## src/design/wpc_pkg.sv

```systemverilog
// Shared types and constants for the WAV PCM16 chunk parser.
package wpc_pkg;

	localparam logic [31:0] TAG_RIFF = 32'h5249_4646;
	localparam logic [31:0] TAG_WAVE = 32'h5741_5645;
	localparam logic [31:0] TAG_FMT  = 32'h666D_7420;
	localparam logic [31:0] TAG_DATA = 32'h6461_7461;
	localparam logic [31:0] FMT_FIXED_LEN = 32'd16;
	localparam logic [15:0] FMT_PCM = 16'd1;
	localparam logic [15:0] PCM_BITS = 16'd16;
	localparam logic [5:0]  DIV_STEPS = 6'd32;

	typedef enum logic [3:0] {
		ST_OK          = 4'd0,
		ST_NO_RIFF     = 4'd1,
		ST_NO_WAVE     = 4'd2,
		ST_FMT_SMALL   = 4'd3,
		ST_TRUNCATED   = 4'd4,
		ST_MISSING     = 4'd5,
		ST_UNSUPPORTED = 4'd6,
		ST_BAD_FORMAT  = 4'd7,
		ST_UNALIGNED   = 4'd8
	} status_t;

	typedef enum logic [2:0] {
		PH_HEAD  = 3'd0,
		PH_CHUNK = 3'd1,
		PH_FMT   = 3'd2,
		PH_SKIP  = 3'd3,
		PH_DATA  = 3'd4,
		PH_PAD   = 3'd5,
		PH_DONE  = 3'd6
	} phase_t;

	typedef enum logic [2:0] {
		C_IDLE   = 3'd0,
		C_CHECK  = 3'd1,
		C_SAMPLE = 3'd2,
		C_EVAL   = 3'd3,
		C_DIV    = 3'd4,
		C_STATUS = 3'd5
	} ctrl_state_t;

	typedef struct packed {
		logic [7:0] byte_value;
		logic       end_of_file;
	} in_item_t;

	typedef struct packed {
		logic        kind;
		logic signed [15:0] sample;
		logic        chunk_start;
		logic [3:0]  status;
		logic [15:0] channel_count;
		logic [31:0] rate_hz;
		logic [15:0] sample_bits;
		logic [30:0] frame_count;
		logic        final_res;
	} out_item_t;

	typedef struct packed {
		logic step;
		logic eval;
		logic div_start;
		logic clear;
		logic show_status;
	} cmd_t;

	typedef struct packed {
		logic emit;
		logic eof;
		logic need_div;
		logic div_done;
	} stat_t;

endpackage

```

## src/design/wpc_ctrl.sv

```systemverilog
// Handshake and sequencing controller for the WAV PCM16 chunk parser.
module wpc_ctrl import wpc_pkg::*; (
	input  logic  clk,
	input  logic  arst_n,
	input  logic  in_valid,
	output logic  in_ready,
	output logic  out_valid,
	input  logic  out_ready,
	input  stat_t stat,
	output cmd_t  cmd
);

	ctrl_state_t state_q, state_d;

	always_ff @(posedge clk or negedge arst_n) begin
		if (!arst_n) begin
			state_q <= C_IDLE;
		end else begin
			state_q <= state_d;
		end
	end

	always_comb begin
		state_d = state_q;
		case (state_q)
			C_IDLE: begin
				if (in_valid) state_d = C_CHECK;
			end
			C_CHECK: begin
				if (stat.emit) state_d = C_SAMPLE;
				else if (stat.eof) state_d = C_EVAL;
				else state_d = C_IDLE;
			end
			C_SAMPLE: begin
				if (out_ready) state_d = stat.eof ? C_EVAL : C_IDLE;
			end
			C_EVAL: begin
				state_d = stat.need_div ? C_DIV : C_STATUS;
			end
			C_DIV: begin
				if (stat.div_done) state_d = C_STATUS;
			end
			C_STATUS: begin
				if (out_ready) state_d = C_IDLE;
			end
			default: state_d = C_IDLE;
		endcase
	end

	always_comb begin
		in_ready = 1'b0;
		out_valid = 1'b0;
		cmd = '0;
		case (state_q)
			C_IDLE: begin
				in_ready = 1'b1;
				cmd.step = in_valid;
			end
			C_SAMPLE: begin
				out_valid = 1'b1;
			end
			C_EVAL: begin
				cmd.eval = 1'b1;
				cmd.div_start = stat.need_div;
			end
			C_STATUS: begin
				out_valid = 1'b1;
				cmd.show_status = 1'b1;
				cmd.clear = out_ready;
			end
			default: begin
			end
		endcase
	end

endmodule

```

## src/design/wpc_dpath.sv

```systemverilog
// Parse state, sample capture, status checks and frame divider.
module wpc_dpath import wpc_pkg::*; (
	input  logic      clk,
	input  logic      arst_n,
	input  in_item_t  in_item,
	input  cmd_t      cmd,
	output stat_t     stat,
	output out_item_t out_item
);

	phase_t      phase_q, phase_d;
	logic [31:0] pos_q, pos_d;
	logic [31:0] tag_q, tag_d;
	logic [31:0] len_q, len_d;
	logic [15:0] fmt_q, fmt_d;
	logic [15:0] ch_q, ch_d;
	logic [31:0] rate_q, rate_d;
	logic [15:0] align_q, align_d;
	logic [15:0] bits_q, bits_d;
	logic [31:0] dlen_q, dlen_d;
	logic [7:0]  low_q, low_d;
	logic [1:0]  seen_q, seen_d;
	logic [3:0]  err_q, err_d;
	logic        emit_q, emit_d;
	logic        start_q, start_d;
	logic [15:0] samp_q, samp_d;
	logic        eof_q;
	logic [3:0]  st_q, pre_st;
	logic [15:0] rem_q;
	logic [31:0] quo_q;
	logic [5:0]  cnt_q;
	logic [16:0] trial;
	logic        fit;
	logic [31:0] p1;
	logic [7:0]  b;
	logic [3:0]  st_out;

	function automatic logic [31:0] put_byte(logic [31:0] w, logic [1:0] idx, logic [7:0] v);
		logic [31:0] r;
		r = w;
		r[{idx, 3'b000} +: 8] = v;
		return r;
	endfunction

	assign b = in_item.byte_value;
	assign p1 = pos_q + 32'd1;

	always_comb begin
		phase_d = phase_q; pos_d = pos_q; tag_d = tag_q; len_d = len_q;
		fmt_d = fmt_q; ch_d = ch_q; rate_d = rate_q; align_d = align_q;
		bits_d = bits_q; dlen_d = dlen_q; low_d = low_q; seen_d = seen_q;
		err_d = err_q; emit_d = 1'b0; start_d = 1'b0; samp_d = samp_q;
		case (phase_q)
			PH_HEAD: begin
				tag_d = {tag_q[23:0], b};
				if (pos_q == 32'd3 && tag_d != TAG_RIFF) begin
					if (err_q == ST_OK) err_d = ST_NO_RIFF;
					phase_d = PH_DONE;
				end else if (pos_q == 32'd11 && tag_d != TAG_WAVE) begin
					if (err_q == ST_OK) err_d = ST_NO_WAVE;
					phase_d = PH_DONE;
				end else if (p1 >= 32'd12) begin
					phase_d = PH_CHUNK;
					pos_d = '0;
				end else begin
					pos_d = p1;
				end
			end
			PH_CHUNK: begin
				if (pos_q < 32'd4) tag_d = {tag_q[23:0], b};
				else len_d = put_byte(len_q, pos_q[1:0], b);
				pos_d = p1;
				if (p1 >= 32'd8) begin
					pos_d = '0;
					if (tag_d == TAG_FMT) begin
						if (len_d < FMT_FIXED_LEN) begin
							if (err_q == ST_OK) err_d = ST_FMT_SMALL;
							phase_d = PH_DONE;
						end else begin
							phase_d = PH_FMT;
						end
					end else if (tag_d == TAG_DATA) begin
						dlen_d = len_d;
						phase_d = PH_DATA;
						if (len_d == '0) begin
							seen_d[1] = 1'b1;
							phase_d = PH_CHUNK;
						end
					end else if (len_d == '0) begin
						phase_d = PH_CHUNK;
					end else begin
						phase_d = PH_SKIP;
					end
				end
			end
			PH_FMT: begin
				if (pos_q < 32'd2) fmt_d[{pos_q[0], 3'b000} +: 8] = b;
				else if (pos_q < 32'd4) ch_d[{pos_q[0], 3'b000} +: 8] = b;
				else if (pos_q < 32'd8) rate_d = put_byte(rate_q, pos_q[1:0], b);
				else if (pos_q >= 32'd12 && pos_q < 32'd14)
					align_d[{pos_q[0], 3'b000} +: 8] = b;
				else if (pos_q >= 32'd14)
					bits_d[{pos_q[0], 3'b000} +: 8] = b;
				pos_d = p1;
				if (p1 >= FMT_FIXED_LEN) begin
					seen_d[0] = 1'b1;
					if (p1 >= len_q) begin
						phase_d = len_q[0] ? PH_PAD : PH_CHUNK;
						pos_d = '0;
					end else begin
						phase_d = PH_SKIP;
					end
				end
			end
			PH_SKIP: begin
				pos_d = p1;
				if (p1 >= len_q) begin
					phase_d = len_q[0] ? PH_PAD : PH_CHUNK;
					pos_d = '0;
				end
			end
			PH_DATA: begin
				if (!pos_q[0]) begin
					low_d = b;
				end else begin
					emit_d = 1'b1;
					samp_d = {b, low_q};
					start_d = (pos_q == 32'd1);
				end
				pos_d = p1;
				if (p1 >= len_q) begin
					seen_d[1] = 1'b1;
					phase_d = len_q[0] ? PH_PAD : PH_CHUNK;
					pos_d = '0;
				end
			end
			PH_PAD: begin
				phase_d = PH_CHUNK;
				pos_d = '0;
			end
			default: begin
			end
		endcase
	end

	always_comb begin
		pre_st = err_q;
		if (err_q == ST_OK) begin
			if (phase_q == PH_HEAD || phase_q == PH_FMT || phase_q == PH_DATA ||
			    (phase_q == PH_CHUNK && pos_q != '0))
				pre_st = ST_TRUNCATED;
			else if (seen_q != 2'b11)
				pre_st = ST_MISSING;
			else if (fmt_q != FMT_PCM || bits_q != PCM_BITS)
				pre_st = ST_UNSUPPORTED;
			else if (ch_q == '0 || rate_q == '0 || {1'b0, align_q} != {ch_q, 1'b0})
				pre_st = ST_BAD_FORMAT;
			else
				pre_st = ST_OK;
		end
	end

	assign trial = {rem_q, quo_q[31]};
	assign fit = trial >= {1'b0, align_q};

	always_ff @(posedge clk or negedge arst_n) begin
		if (!arst_n) begin
			phase_q <= PH_HEAD; pos_q <= '0; tag_q <= '0; len_q <= '0;
			fmt_q <= '0; ch_q <= '0; rate_q <= '0; align_q <= '0; bits_q <= '0;
			dlen_q <= '0; low_q <= '0; seen_q <= '0; err_q <= '0;
			emit_q <= 1'b0; eof_q <= 1'b0; cnt_q <= '0;
		end else if (cmd.clear) begin
			phase_q <= PH_HEAD; pos_q <= '0; tag_q <= '0; len_q <= '0;
			fmt_q <= '0; ch_q <= '0; rate_q <= '0; align_q <= '0; bits_q <= '0;
			dlen_q <= '0; low_q <= '0; seen_q <= '0; err_q <= '0;
			emit_q <= 1'b0; eof_q <= 1'b0; cnt_q <= '0;
		end else begin
			if (cmd.step) begin
				phase_q <= phase_d; pos_q <= pos_d; tag_q <= tag_d; len_q <= len_d;
				fmt_q <= fmt_d; ch_q <= ch_d; rate_q <= rate_d; align_q <= align_d;
				bits_q <= bits_d; dlen_q <= dlen_d; low_q <= low_d; seen_q <= seen_d;
				err_q <= err_d; emit_q <= emit_d; eof_q <= in_item.end_of_file;
			end
			if (cmd.div_start) cnt_q <= DIV_STEPS;
			else if (cnt_q != '0) cnt_q <= cnt_q - 6'd1;
		end
	end

	always_ff @(posedge clk) begin
		if (cmd.step) begin
			samp_q <= samp_d;
			start_q <= start_d;
		end
		if (cmd.eval) st_q <= pre_st;
		if (cmd.div_start) begin
			rem_q <= '0;
			quo_q <= dlen_q;
		end else if (cnt_q != '0) begin
			rem_q <= fit ? 16'(trial - {1'b0, align_q}) : trial[15:0];
			quo_q <= {quo_q[30:0], fit};
		end
	end

	assign stat.emit = emit_q;
	assign stat.eof = eof_q;
	assign stat.need_div = (pre_st == ST_OK);
	assign stat.div_done = (cnt_q == '0);

	assign st_out = (st_q == ST_OK && rem_q != '0) ? ST_UNALIGNED : st_q;

	always_comb begin
		out_item = '0;
		if (cmd.show_status) begin
			out_item.kind = 1'b1;
			out_item.status = st_out;
			out_item.channel_count = ch_q;
			out_item.rate_hz = rate_q;
			out_item.sample_bits = bits_q;
			out_item.frame_count = (st_out == ST_OK) ? quo_q[30:0] : '0;
			out_item.final_res = 1'b1;
		end else begin
			out_item.sample = samp_q;
			out_item.chunk_start = start_q;
		end
	end

endmodule

```

## src/design/wav_pcm16_chunk_parser.sv

```systemverilog
// Top level of the WAV PCM16 chunk parser: controller plus datapath.
//  channel | direction | payload    | handshake
//  in      | input     | in_item_t  | in_valid / in_ready
//  out     | output    | out_item_t | out_valid / out_ready
// A byte is taken while idle and then checked; when it completes a sample, the sample item waits for out_ready.
// After the final byte the status is evaluated, and the 32-step frame divider runs
// when the format checks pass, then the status item waits for out_ready.
// Reset clears all parse state; a delivered status item also clears it.
// in_ready is high only while idle: low while a byte is checked, a result waits
// or the divider runs.
module wav_pcm16_chunk_parser import wpc_pkg::*; (
	input  logic      clk,
	input  logic      arst_n,
	input  logic      in_valid,
	output logic      in_ready,
	input  in_item_t  in_item,
	output logic      out_valid,
	input  logic      out_ready,
	output out_item_t out_item
);

	cmd_t  cmd;
	stat_t stat;

	wpc_ctrl u_ctrl (
		.clk(clk), .arst_n(arst_n), .in_valid(in_valid), .in_ready(in_ready),
		.out_valid(out_valid), .out_ready(out_ready), .stat(stat), .cmd(cmd)
	);

	wpc_dpath u_dpath (
		.clk(clk), .arst_n(arst_n), .in_item(in_item), .cmd(cmd), .stat(stat),
		.out_item(out_item)
	);

	a_no_overlap: assert property (@(posedge clk) disable iff (!arst_n)
		out_valid |-> !in_ready) else $error("input taken while a result waits");

	a_final_frees: assert property (@(posedge clk) disable iff (!arst_n)
		(out_valid && out_ready && out_item.final_res) |=> in_ready)
		else $error("parser not free after status item");

	a_sample_clean: assert property (@(posedge clk) disable iff (!arst_n)
		(out_valid && !out_item.kind) |-> (out_item.status == ST_OK && !out_item.final_res))
		else $error("sample item carries status fields");

endmodule
```

## config.mk

```make
export PLATFORM = sky130hd
export DESIGN_NAME = wav_pcm16_chunk_parser
export DESIGN_NICKNAME = d
export VERILOG_FILES = /design/src/design/wpc_pkg.sv /design/src/design/wpc_ctrl.sv /design/src/design/wpc_dpath.sv /design/src/design/wav_pcm16_chunk_parser.sv
export SDC_FILE = /design/constraint.sdc
export NUM_CORES = 1
export LEC_CHECK = 0
export BUFFER_PORTS_ARGS = -buffer_cell sky130_fd_sc_hd__buf_2
export CAP_MARGIN = 10
export CORE_MARGIN = 5
export CORE_UTILIZATION = 45
export CTS_CLUSTER_SIZE = 8
export DETAILED_ROUTE_END_ITERATION = 7
export GPL_TIMING_DRIVEN = 0
export PLACE_DENSITY_LB_ADDON = 0.08
export SLEW_MARGIN = 20
export SYNTH_ARGS = -nofsm -noshare
export SYNTH_HDL_FRONTEND = slang
export SYNTH_SLANG_ARGS = --single-unit
```

## constraint.sdc

```tcl
create_clock -name clk -period 5.7 [get_ports clk]
set_input_delay 0.855 -clock clk [delete_from_list [all_inputs] [get_ports clk]]
set_output_delay 0.855 -clock clk [all_outputs]
set_load 0.005 [all_outputs]
```

Word level (Yosys, flattened, before mapping)
Index checks and enable logic that the tools add are counted.
- flip-flop bits (word level): 321
- latch bits: 0
- bits in writable memories: 0
- ROM bits: 0
- word-level logic and storage cells: 288
- memories: 0
- add/sub/neg operators: 5
- multipliers: 0
- divide/modulo/power cells: 0
- magnitude comparators: 12
- equal/unequal tests: 47
- shift-type cells: 4
- multiplexer cells: 137
- bitwise operators: 0
- reductions and logical operators: 60
- operators by type and width (operator ; number):
    2-to-1 mux 32 bit ; 31
    2-to-1 mux 16 bit ; 25
    one-hot mux 32 bit (5 select lines) ; 1
    >= comparator 32 x 4 -> 1 bit (second input constant) ; 4
    2-to-1 mux 100 bit ; 1
    bitwise mux 16 bit ; 4
    bitwise mux 32 bit ; 2
    == test 32 x 31 -> 1 bit (second input constant) ; 2
    logical NOT 32 bit ; 2
    less-than comparator 32 x 4 -> 1 bit (second input constant) ; 2
    != test 32 x 31 -> 1 bit (second input constant) ; 2
    one-hot mux 32 bit (2 select lines) ; 1
    2-to-1 mux 3 bit ; 20
    2-to-1 mux 4 bit ; 15
    adder 32 x 1 -> 32 bit (second input constant) ; 1
    == test 32 x 1 -> 1 bit (second input constant) ; 1
    == test 32 x 2 -> 1 bit (second input constant) ; 1
    == test 32 x 4 -> 1 bit (second input constant) ; 1
    >= comparator 32 bit ; 1
    >= comparator 32 x 5 -> 1 bit (second input constant) ; 1
    less-than comparator 32 x 2 -> 1 bit (second input constant) ; 1
    less-than comparator 32 x 3 -> 1 bit (second input constant) ; 1
    less-than comparator 32 x 5 -> 1 bit (second input constant) ; 1
    2-to-1 mux 8 bit ; 4
    other kinds (50) ; 140

Depth between registers and ports, before layout
Gate-level depths: netlist (run 1).
- word-level depth: 13
- depth in mapped cells: 21
- mapped depth without buffers: 17

Cells and area by module
From an unflattened synthesis (run 1), not the netlist that was laid out.
- cells, all modules: 2014
- area, all modules: 18597.8 µm²
- by module, submodules not included (module ; instances ; cells an instance ; area an instance (µm²)):
    wpc_dpath ; 1 ; 1979 ; 18293.8
    wpc_ctrl ; 1 ; 35 ; 304.0

Worst setup path after synthesis (run 1)
No wires, ideal clock.
- path type: register -> register
- from: reg u_dpath.pos_q[1]
- to: reg u_dpath.pos_q[22]
- setup time: 0.066 ns
- data arrival time: 4.358 ns
- required time: 5.634 ns
- slack: 1.276 ns
- cell stages (with the launch flop): 18
- cell sequence: dfrtp_1 ha_1 clkbuf_1 nand3_1 nor4_1 nand4_1 nor3_1 xnor2_1 ha_1 nand4_1 nor2_1 a211o_1 a211oi_1 a211oi_1 a21oi_1 or4b_4 nor2_8 a22o_1
- longest elaborated chain between the ends: 8
- ends and longest elaborated chain (element ; RTL line ; source):
    start: declaration ; wpc_dpath.sv:12 ; logic [31:0] pos_q, pos_d;
    start signal: assignment ; wpc_dpath.sv:179 ; phase_q <= phase_d; pos_q <= pos_d; tag_q <= tag_d; len_q <= len_d;
    adder 32 x 1 -> 32 bit ; wpc_dpath.sv:46 ; assign p1 = pos_q + 32'd1;
    >= comparator 32 x 4 -> 1 bit ; wpc_dpath.sv:62 ; end else if (p1 >= 32'd12) begin
    2-to-1 mux 32 bit ; wpc_dpath.sv:62 ;
    2-to-1 mux 32 bit ; wpc_dpath.sv:59 ; end else if (pos_q == 32'd11 && tag_d != TAG_WAVE) begin
    2-to-1 mux 32 bit ; wpc_dpath.sv:56 ; if (pos_q == 32'd3 && tag_d != TAG_RIFF) begin
    one-hot mux 32 bit (5 select lines) ; wpc_dpath.sv:53 ; case (phase_q)
    2-to-1 mux 32 bit ; wpc_dpath.sv:178 ; if (cmd.step) begin
    2-to-1 mux 32 bit ; wpc_dpath.sv:172 ; end else if (cmd.clear) begin
Parallel ways exist; a longest one is shown, timed or not. The select of a mux whose other input is x is not followed.
A chain may end at the register's enable or synchronous reset.

Worst setup path after layout (run 1)
- from: reg u_dpath.pos_q[1]
- to: reg u_dpath.pos_q[17]
Same word-level chain as after synthesis.

==> results of run 1 <==
## power breakdown
group | internal (W) | switching [W]
sequential | 0.00292 | 0.000489
clock | 0.00151 | 0.00103
combinational | 0.00157 | 0.00290
total | 0.00600 | 0.00442
## metal layers
metal  GRT usage [%]  vias to the layer above
met5               0                        -
met4            6.04                        0
met3            3.85                       77
met2            41.7                      579
met1            39.0                     8080
li1                -                     7776
## worst max-delay path, stage by stage, from the launching register on
cell	delay (ps)
sky130_fd_sc_hd__dfrtp_1	450
sky130_fd_sc_hd__ha_1	210
sky130_fd_sc_hd__clkbuf_2	300
sky130_fd_sc_hd__nand3_1	380
sky130_fd_sc_hd__nor2_2	320
sky130_fd_sc_hd__nand3_1	190
sky130_fd_sc_hd__xnor2_1	330
sky130_fd_sc_hd__inv_1	90
sky130_fd_sc_hd__ha_1	300
sky130_fd_sc_hd__a21o_1	180
sky130_fd_sc_hd__a21oi_1	150
sky130_fd_sc_hd__o21ai_0	100
sky130_fd_sc_hd__a211o_1	370
sky130_fd_sc_hd__a211oi_2	330
sky130_fd_sc_hd__a211oi_1	160
sky130_fd_sc_hd__a21oi_1	240
sky130_fd_sc_hd__nor4b_4	360
sky130_fd_sc_hd__o21ai_2	240
sky130_fd_sc_hd__buf_2	280
sky130_fd_sc_hd__o22ai_1	190
## sequential cells by signal, indices dropped and copies added (netlist names), 32 cells and up
signal / count
u_dpath.pos_q: 32
u_dpath.quo_q: 32
u_dpath.len_q: 32
u_dpath.rate_q: 32
u_dpath.dlen_q: 32
u_dpath.tag_q: 32
## area by class of cell
type | count | area (sq um)
Fill cell | 3932 | 19400
Multi-Input combinational cell | 1555 | 9350
Sequential cell | 318 | 8140
Clock buffer | 70 | 1260
Timing Repair Buffer | 138 | 759
Tap cell | 532 | 666
Buffer | 138 | 574
Inverter | 95 | 357
Clock inverter | 3 | 41.3
## metrics by stage
step	instance area (sq um)	cells	utilization (%)	power, W
after floorplan	18300	2106	-	0.00638
after global placement	19600	2770	48.4	0.00768
after detailed placement	19800	2774	48.7	0.00782
after CTS	21100	2847	52.0	0.0104
after global routing	21100	2849	52.1	0.0111
final	21100	2849	52.1	0.0104
## worst max-delay path by stage
stage | start | endpoint | slack [ps] | cells past startpoint
4_1_cts | u_dpath.pos_q[0]$_DFFE_PN0P_ | u_dpath.pos_q[17]$_DFFE_PN0P_ | 50 | 16
3_5_place_dp | u_dpath.pos_q[1]$_DFFE_PN0P_ | u_dpath.pos_q[17]$_DFFE_PN0P_ | -400 | 18
3_3_place_gp | arst_n | u_dpath.dlen_q[18]$_DFFE_PN0P_ | -980 | 1
5_1_grt | u_dpath.pos_q[1]$_DFFE_PN0P_ | u_dpath.pos_q[7]$_DFFE_PN0P_ | 60 | 18
6_report | u_dpath.pos_q[1]$_DFFE_PN0P_ | u_dpath.pos_q[17]$_DFFE_PN0P_ | 430 | 19
2_1_floorplan | u_dpath.pos_q[1]$_DFFE_PN0P_ | u_dpath.pos_q[22]$_DFFE_PN0P_ | 1280 | 17
## logic make-up after synthesis
family | after synthesis | share of synthesized area (%)
mux | 92 | 5.25
xor+xnor | 50 | 2.39
buf+inv | 233 | 5.08
compound gates | 428 | 14.1
flops | 318 | 44.4
simple gates | 931 | 25.0
fa+ha+maj | 54 | 3.73
## cells in the mapped netlist (34+ instances only)
| cell type | n | area (sq um) |
|---|---|---|
| sky130_fd_sc_hd__nand3_1 | 92 | 460 |
| sky130_fd_sc_hd__nor2_1 | 227 | 852 |
| sky130_fd_sc_hd__edfxtp_1 | 52 | 1560 |
| sky130_fd_sc_hd__nor3_1 | 34 | 170 |
| sky130_fd_sc_hd__a21oi_1 | 154 | 771 |
| sky130_fd_sc_hd__ha_1 | 53 | 663 |
| sky130_fd_sc_hd__dfrtp_1 | 250 | 6260 |
| sky130_fd_sc_hd__clkbuf_1 | 114 | 428 |
| sky130_fd_sc_hd__nor4_1 | 54 | 338 |
| sky130_fd_sc_hd__mux2i_1 | 59 | 591 |
| sky130_fd_sc_hd__o21ai_0 | 102 | 510 |
| sky130_fd_sc_hd__nand2_1 | 271 | 1020 |
| sky130_fd_sc_hd__and2_1 | 109 | 682 |
| sky130_fd_sc_hd__inv_1 | 92 | 345 |
| sky130_fd_sc_hd__nand4_1 | 44 | 275 |
## what timing repair did
item	in CTS	in global routing
gates cloned	0	0
setup buffers	0	2
endpoints found under the setup margin	32	32
gates resized for setup	2	7
pin swaps	0	1
==> impl_results.rst, run 1 <==
.. list-table::
   :header-rows: 1

   * - Metric
     - Value
   * - Total count of max-transition violations in the final report
     - 0
   * - Total wire length after detailed routing
     - 60200 um
   * - M1 WL
     - 27500 um
   * - Startpoint Class
     - flop
   * - Reg-to-reg critical path endpoint
     - u_dpath.pos_q[17]$_DFFE_PN0P_
   * - Proportion of register bits with asynchronous set or reset after synthesis
     - 78.6%
   * - Post-Route Hold Slack
     - 244 ps
   * - Measured slew at the worst slew-check pin
     - 1010 ps
   * - Nature of the critical path endpoint
     - flop
   * - CTS sink cnt
     - 318
   * - Total die area
     - 44800 sq um
   * - Quantity of I/O buffers inserted on ports
     - 132
   * - Type of the most critical hold path
     - input pin to async pin
   * - Internal reg-to-reg setup slack
     - 430 ps
   * - # DRC
     - 0
   * - Routed wl met2
     - 27500 um
   * - Crit Path Class
     - flop to flop
   * - Startpoint of the worst-slack reg-to-reg timing path
     - u_dpath.pos_q[1]$_DFFE_PN0P_
   * - Number of rows in the core area
     - 74
   * - H-tree levels
     - 2
   * - Maximum Capacitance Violations
     - 0
   * - Initial core utilization
     - 45.2%
   * - Initial antenna violation count
     - 0
   * - Net total in the final layout
     - 2359
   * - Area overhead of the layout relative to synthesis
     - 15.4%
   * - Count of routing violations after the opening detailed-route iteration
     - 1518
   * - Post-synthesis instance area
     - 18300 sq um
   * - Number of vias per cell after detailed routing
     - 5.80
   * - Endpoints failing hold
     - 0
   * - Number of distinct library cells after synthesis
     - 88
   * - Post-synthesis sequential area ratio
     - 44.4%
   * - WP data required
     - 6180 ps
   * - Setup clock skew after layout
     - 19.0 ps
   * - Shortest period the worst path allows
     - 5270 ps
   * - Post-detailed-placement half-perimeter wirelength
     - 44600 um
   * - Total Negative Setup Slacks
     - 0 ps
   * - Placement-stage worst setup slack
     - -402 ps
   * - Fraction of layout instances using a drive strength above 1
     - 12.1%
   * - Max Used Layer
     - met4
   * - Top-level I/O count
     - 133
   * - Routed Antenna Nets
     - 0
   * - Data arrival time of the critical path
     - 5760 ps
   * - Count of hold buffers inserted by post-cts repair
     - 0
   * - Die boundary height
     - 212 um
   * - Setup repair after global routing missed its margin
     - false
   * - Routed length on met3
     - 3890 um
   * - Via count of the first global-routing pass
     - 15760
   * - Overall fraction of global-route tracks in use
     - 26.5%
   * - Highest clock frequency the design can meet
     - 0.190 GHz
   * - Core area
     - 40600 sq um
   * - Clk Tree Root Cell
     - sky130_fd_sc_hd__clkbuf_16
   * - Horizontal die dimension
     - 212 um
   * - Lkg Pwr
     - 9.28 nW
   * - Clock Tree Buf Depth
     - 3
   * - Number of failing setup endpoints in the final timing report
     - 0
   * - Clk Latency, worst-skew pair
     - 580 ps
   * - Peak ir drop on the vdd network
     - 0.259 mV
   * - Most common cell after layout, fill and taps aside
     - sky130_fd_sc_hd__nand2_1
   * - First-pass iteration count of the detailed router
     - 5
   * - Run status
     - finished clean
   * - CTS tree
     - built
   * - Post-Synthesis Cells
     - 2106
   * - Vias post-DR
     - 16512
   * - Number of nets in the synthesized netlist
     - 2173
   * - Most frequent cells in the layout
     - sky130_fd_sc_hd__nand2_1, sky130_fd_sc_hd__dfrtp_1, sky130_fd_sc_hd__nor2_1
   * - Wire length of the first global-routing pass
     - 93600 um
   * - Post-route worst setup slack
     - 428 ps
   * - Cell depth of the worst flop-to-flop path
     - 19
   * - Mean Syn Cell Area
     - 8.70 sq um
   * - Detail-routed net length per standard cell
     - 21.1 um
   * - Maximum net fanout on the critical path
     - 10
   * - Cts bufs inserted
     - 46
   * - Pin count of the biggest net entering global routing
     - 92
   * - Routability Congestion
     - 0.941
   * - Overflow left after global routing
     - 0
   * - Synthesis warning total
     - 0
   * - Post-synth EDFFs
     - 52
   * - Post-CTS clock slew at the launch and capture registers of the worst setup and hold paths
     - 60 ps
   * - Diodes inserted
     - 0
   * - Period utilization
     - 92.5%
   * - Normalized max-slew margin
     - 32.1%
   * - #FFs+latches synth
     - 318
   * - Total power density per cell area
     - 493 nW/um^2
   * - Dominant register cell in the synthesized netlist
     - sky130_fd_sc_hd__dfrtp_1
No activity file was read; power rests on OpenSTA's default activity.
==> run 2, diff against run 1 <==
--- a/config.mk
+++ b/config.mk
@@ -13,6 +13,7 @@
 export DETAILED_ROUTE_END_ITERATION = 7
 export GPL_TIMING_DRIVEN = 0
 export PLACE_DENSITY_LB_ADDON = 0.08
+export RECOVER_POWER = 100
 export SLEW_MARGIN = 20
 export SYNTH_ARGS = -nofsm -noshare
 export SYNTH_HDL_FRONTEND = slang
==> impl_results.rst, run 2 (synthesized netlist as in run 1, its figures left out) <==
.. list-table::
   :header-rows: 1

   * - Metric
     - Value
   * - Number of rows in the core area
     - 74
   * - Lkg Pwr
     - 9.04 nW
   * - Diodes inserted
     - 0
   * - Highest clock frequency the design can meet
     - 0.190 GHz
   * - Cts bufs inserted
     - 46
   * - Clk Tree Root Cell
     - sky130_fd_sc_hd__clkbuf_16
   * - Via count of the first global-routing pass
     - 15760
   * - First-pass iteration count of the detailed router
     - 7
   * - Normalized max-slew margin
     - -176%
   * - Measured slew at the worst slew-check pin
     - 4140 ps
   * - Overflow left after global routing
     - 0
   * - Total power density per cell area
     - 493 nW/um^2
   * - Core area
     - 40600 sq um
   * - H-tree levels
     - 2
   * - Horizontal die dimension
     - 212 um
   * - Count of hold buffers inserted by post-cts repair
     - 0
   * - Worst hold path stage count
     - 0
   * - CTS sink cnt
     - 318
   * - Vias post-DR
     - 16516
   * - Routed Antenna Nets
     - 0
   * - Shortest period the worst path allows
     - 5260 ps
   * - Type of the most critical hold path
     - flop to flop
   * - Top-level I/O count
     - 133
   * - Data arrival time of the critical path
     - 5730 ps
   * - Net total in the final layout
     - 2359
   * - Pin count of the biggest net entering global routing
     - 92
   * - # DRC
     - 0
   * - Placed cells
     - 2774
   * - Total count of max-transition violations in the final report
     - 89
   * - Post-CTS clock slew at the launch and capture registers of the worst setup and hold paths
     - 60 ps
   * - Overall fraction of global-route tracks in use
     - 26.5%
   * - Clk Latency, worst-skew pair
     - 580 ps
   * - Count of routing violations after the opening detailed-route iteration
     - 1709
   * - Setup repair after global routing missed its margin
     - false
   * - Master of the slowest instance on the critical path
     - sky130_fd_sc_hd__nor4_4
   * - Peak ir drop on the vdd network
     - 0.259 mV
   * - Nature of the critical path endpoint
     - flop
   * - Quantity of I/O buffers inserted on ports
     - 132
   * - Violations in the final reports
     - capacitance limit, slew limit
   * - Initial antenna violation count
     - 0
   * - Most common cell after layout, fill and taps aside
     - sky130_fd_sc_hd__nand2_1
   * - Post-detailed-placement half-perimeter wirelength
     - 44600 um
   * - Startpoint Class
     - flop
   * - Number of failing setup endpoints in the final timing report
     - 0
   * - Initial core utilization
     - 45.2%
   * - Cell Count, Final, Fillers Out
     - 2849
   * - Clock Tree Buf Depth
     - 3
   * - Fraction of layout instances using a drive strength above 1
     - 9.58%
   * - Routability Congestion
     - 0.941
   * - Area overhead of the layout relative to synthesis
     - 14.8%
   * - CP max stage delay
     - 470 ps
   * - Endpoints failing hold
     - 0
   * - Wire length of the first global-routing pass
     - 93600 um
   * - Crit Path Class
     - flop to flop
   * - CP cell instances
     - ha_1, clkbuf_2, nand3_1, nor4_4, nand4_1, nor3_2, xnor2_1, ha_1, nand4_1, nor2_1, a211o_1, a211oi_2, a211oi_1, a21oi_1, nor4b_4, clkbuf_2, nand2_1, o21ai_1
   * - CTS tree
     - built
   * - Maximum net fanout on the critical path
     - 10
   * - Total Negative Setup Slacks
     - 0 ps
   * - Post-Route Hold Slack
     - 442 ps
   * - Setup clock skew after layout
     - 20.0 ps
   * - Run status
     - finished with violations
   * - WP data required
     - 6170 ps
   * - Total wire length after detailed routing
     - 60200 um
   * - Total die area
     - 44800 sq um
   * - Number of vias per cell after detailed routing
     - 5.80
   * - Period utilization
     - 92.3%
   * - Maximum Capacitance Violations
     - 3
   * - Most frequent cells in the layout
     - sky130_fd_sc_hd__nand2_1, sky130_fd_sc_hd__dfrtp_1, sky130_fd_sc_hd__nor2_1
   * - Detail-routed net length per standard cell
     - 21.1 um
   * - Die boundary height
     - 212 um
   * - Cell depth of the worst flop-to-flop path
     - 18
-- run 2: cell types whose count changed in the layout (fill, tap and decap cells not counted), sizes merged --
cell           delta
buf              -53
clkbuf           +52
clkdlybuf4s25     +1
-- run 2: final timing paths --
check | startpoint | end | slack [ps]
max reg2reg | u_dpath.pos_q[1]$_DFFE_PN0P_ | u_dpath.pos_q[8]$_DFFE_PN0P_ | 440
max in group asynchronous | arst_n | u_dpath.dlen_q[18]$_DFFE_PN0P_ | 1360
min reg2reg | u_dpath.low_q[6]$_DFFE_PN0P_ | u_dpath.samp_q[6]$_DFFE_PP_ | 440
min | u_dpath.low_q[6]$_DFFE_PN0P_ | u_dpath.samp_q[6]$_DFFE_PP_ | 440
max | u_dpath.pos_q[1]$_DFFE_PN0P_ | u_dpath.pos_q[8]$_DFFE_PN0P_ | 440
min in group asynchronous | arst_n | u_dpath.low_q[3]$_DFFE_PN0P_ | 1920
-- run 2: cell type report --
| type | count | area [sq um] |
|---|---|---|
| Fill cell | 3951 | 19500 |
| Multi-Input combinational cell | 1555 | 9300 |
| Sequential cell | 318 | 8140 |
| Clock buffer | 70 | 1260 |
| Timing Repair Buffer | 138 | 688 |
| Tap cell | 532 | 666 |
| Buffer | 138 | 574 |
| Inverter | 95 | 357 |
| Clock inverter | 3 | 41.3 |
-- run 2: where the power goes --
part / internal (W) / switching (W)
clock network: 0.00151 / 0.00104
logic: 0.00153 / 0.00287
registers: 0.00293 / 0.000490
total: 0.00597 / 0.00440
-- run 2: worst max-delay path, delay by kind of cell (launching register included) --
| kind | cells | cell delay, ps |
|---|---|---|
| buf+inv | 2 | 680 |
| xor+xnor | 1 | 180 |
| compound gates | 5 | 1270 |
| flops | 1 | 440 |
| fa+ha+maj | 2 | 490 |
| simple gates | 8 | 2070 |
-- run 2: layer usage --
layer / share of wire [%] / vias up / global-route usage [%]
met2: 45 / 541 / 41.7
li1: - / 7790 / -
met1: 46 / 8107 / 39.0
met4: 2.0 / 0 / 6.04
met3: 6.2 / 78 / 3.85
met5: 0 / - / 0
-- run 2: stage by stage --
stage	instance area (sq um)	total power (W)	utilization, %	worst slack (ps)
after floorplan	18300	0.00638	-	1280
after global placement	19600	0.00768	48.4	-976
after detailed placement	19800	0.00782	48.7	-402
after CTS	21100	0.0104	52.0	54.2
after global routing	21000	0.0110	51.8	53.3
final	21000	0.0104	51.8	441
-- run 2: what timing repair did --
item / 4_1_cts / 5_1_grt
resized for setup: 2 / 7
pin swaps: 0 / 1
buffers inserted: 0 / 2
setup endpoints to repair: 32 / 32
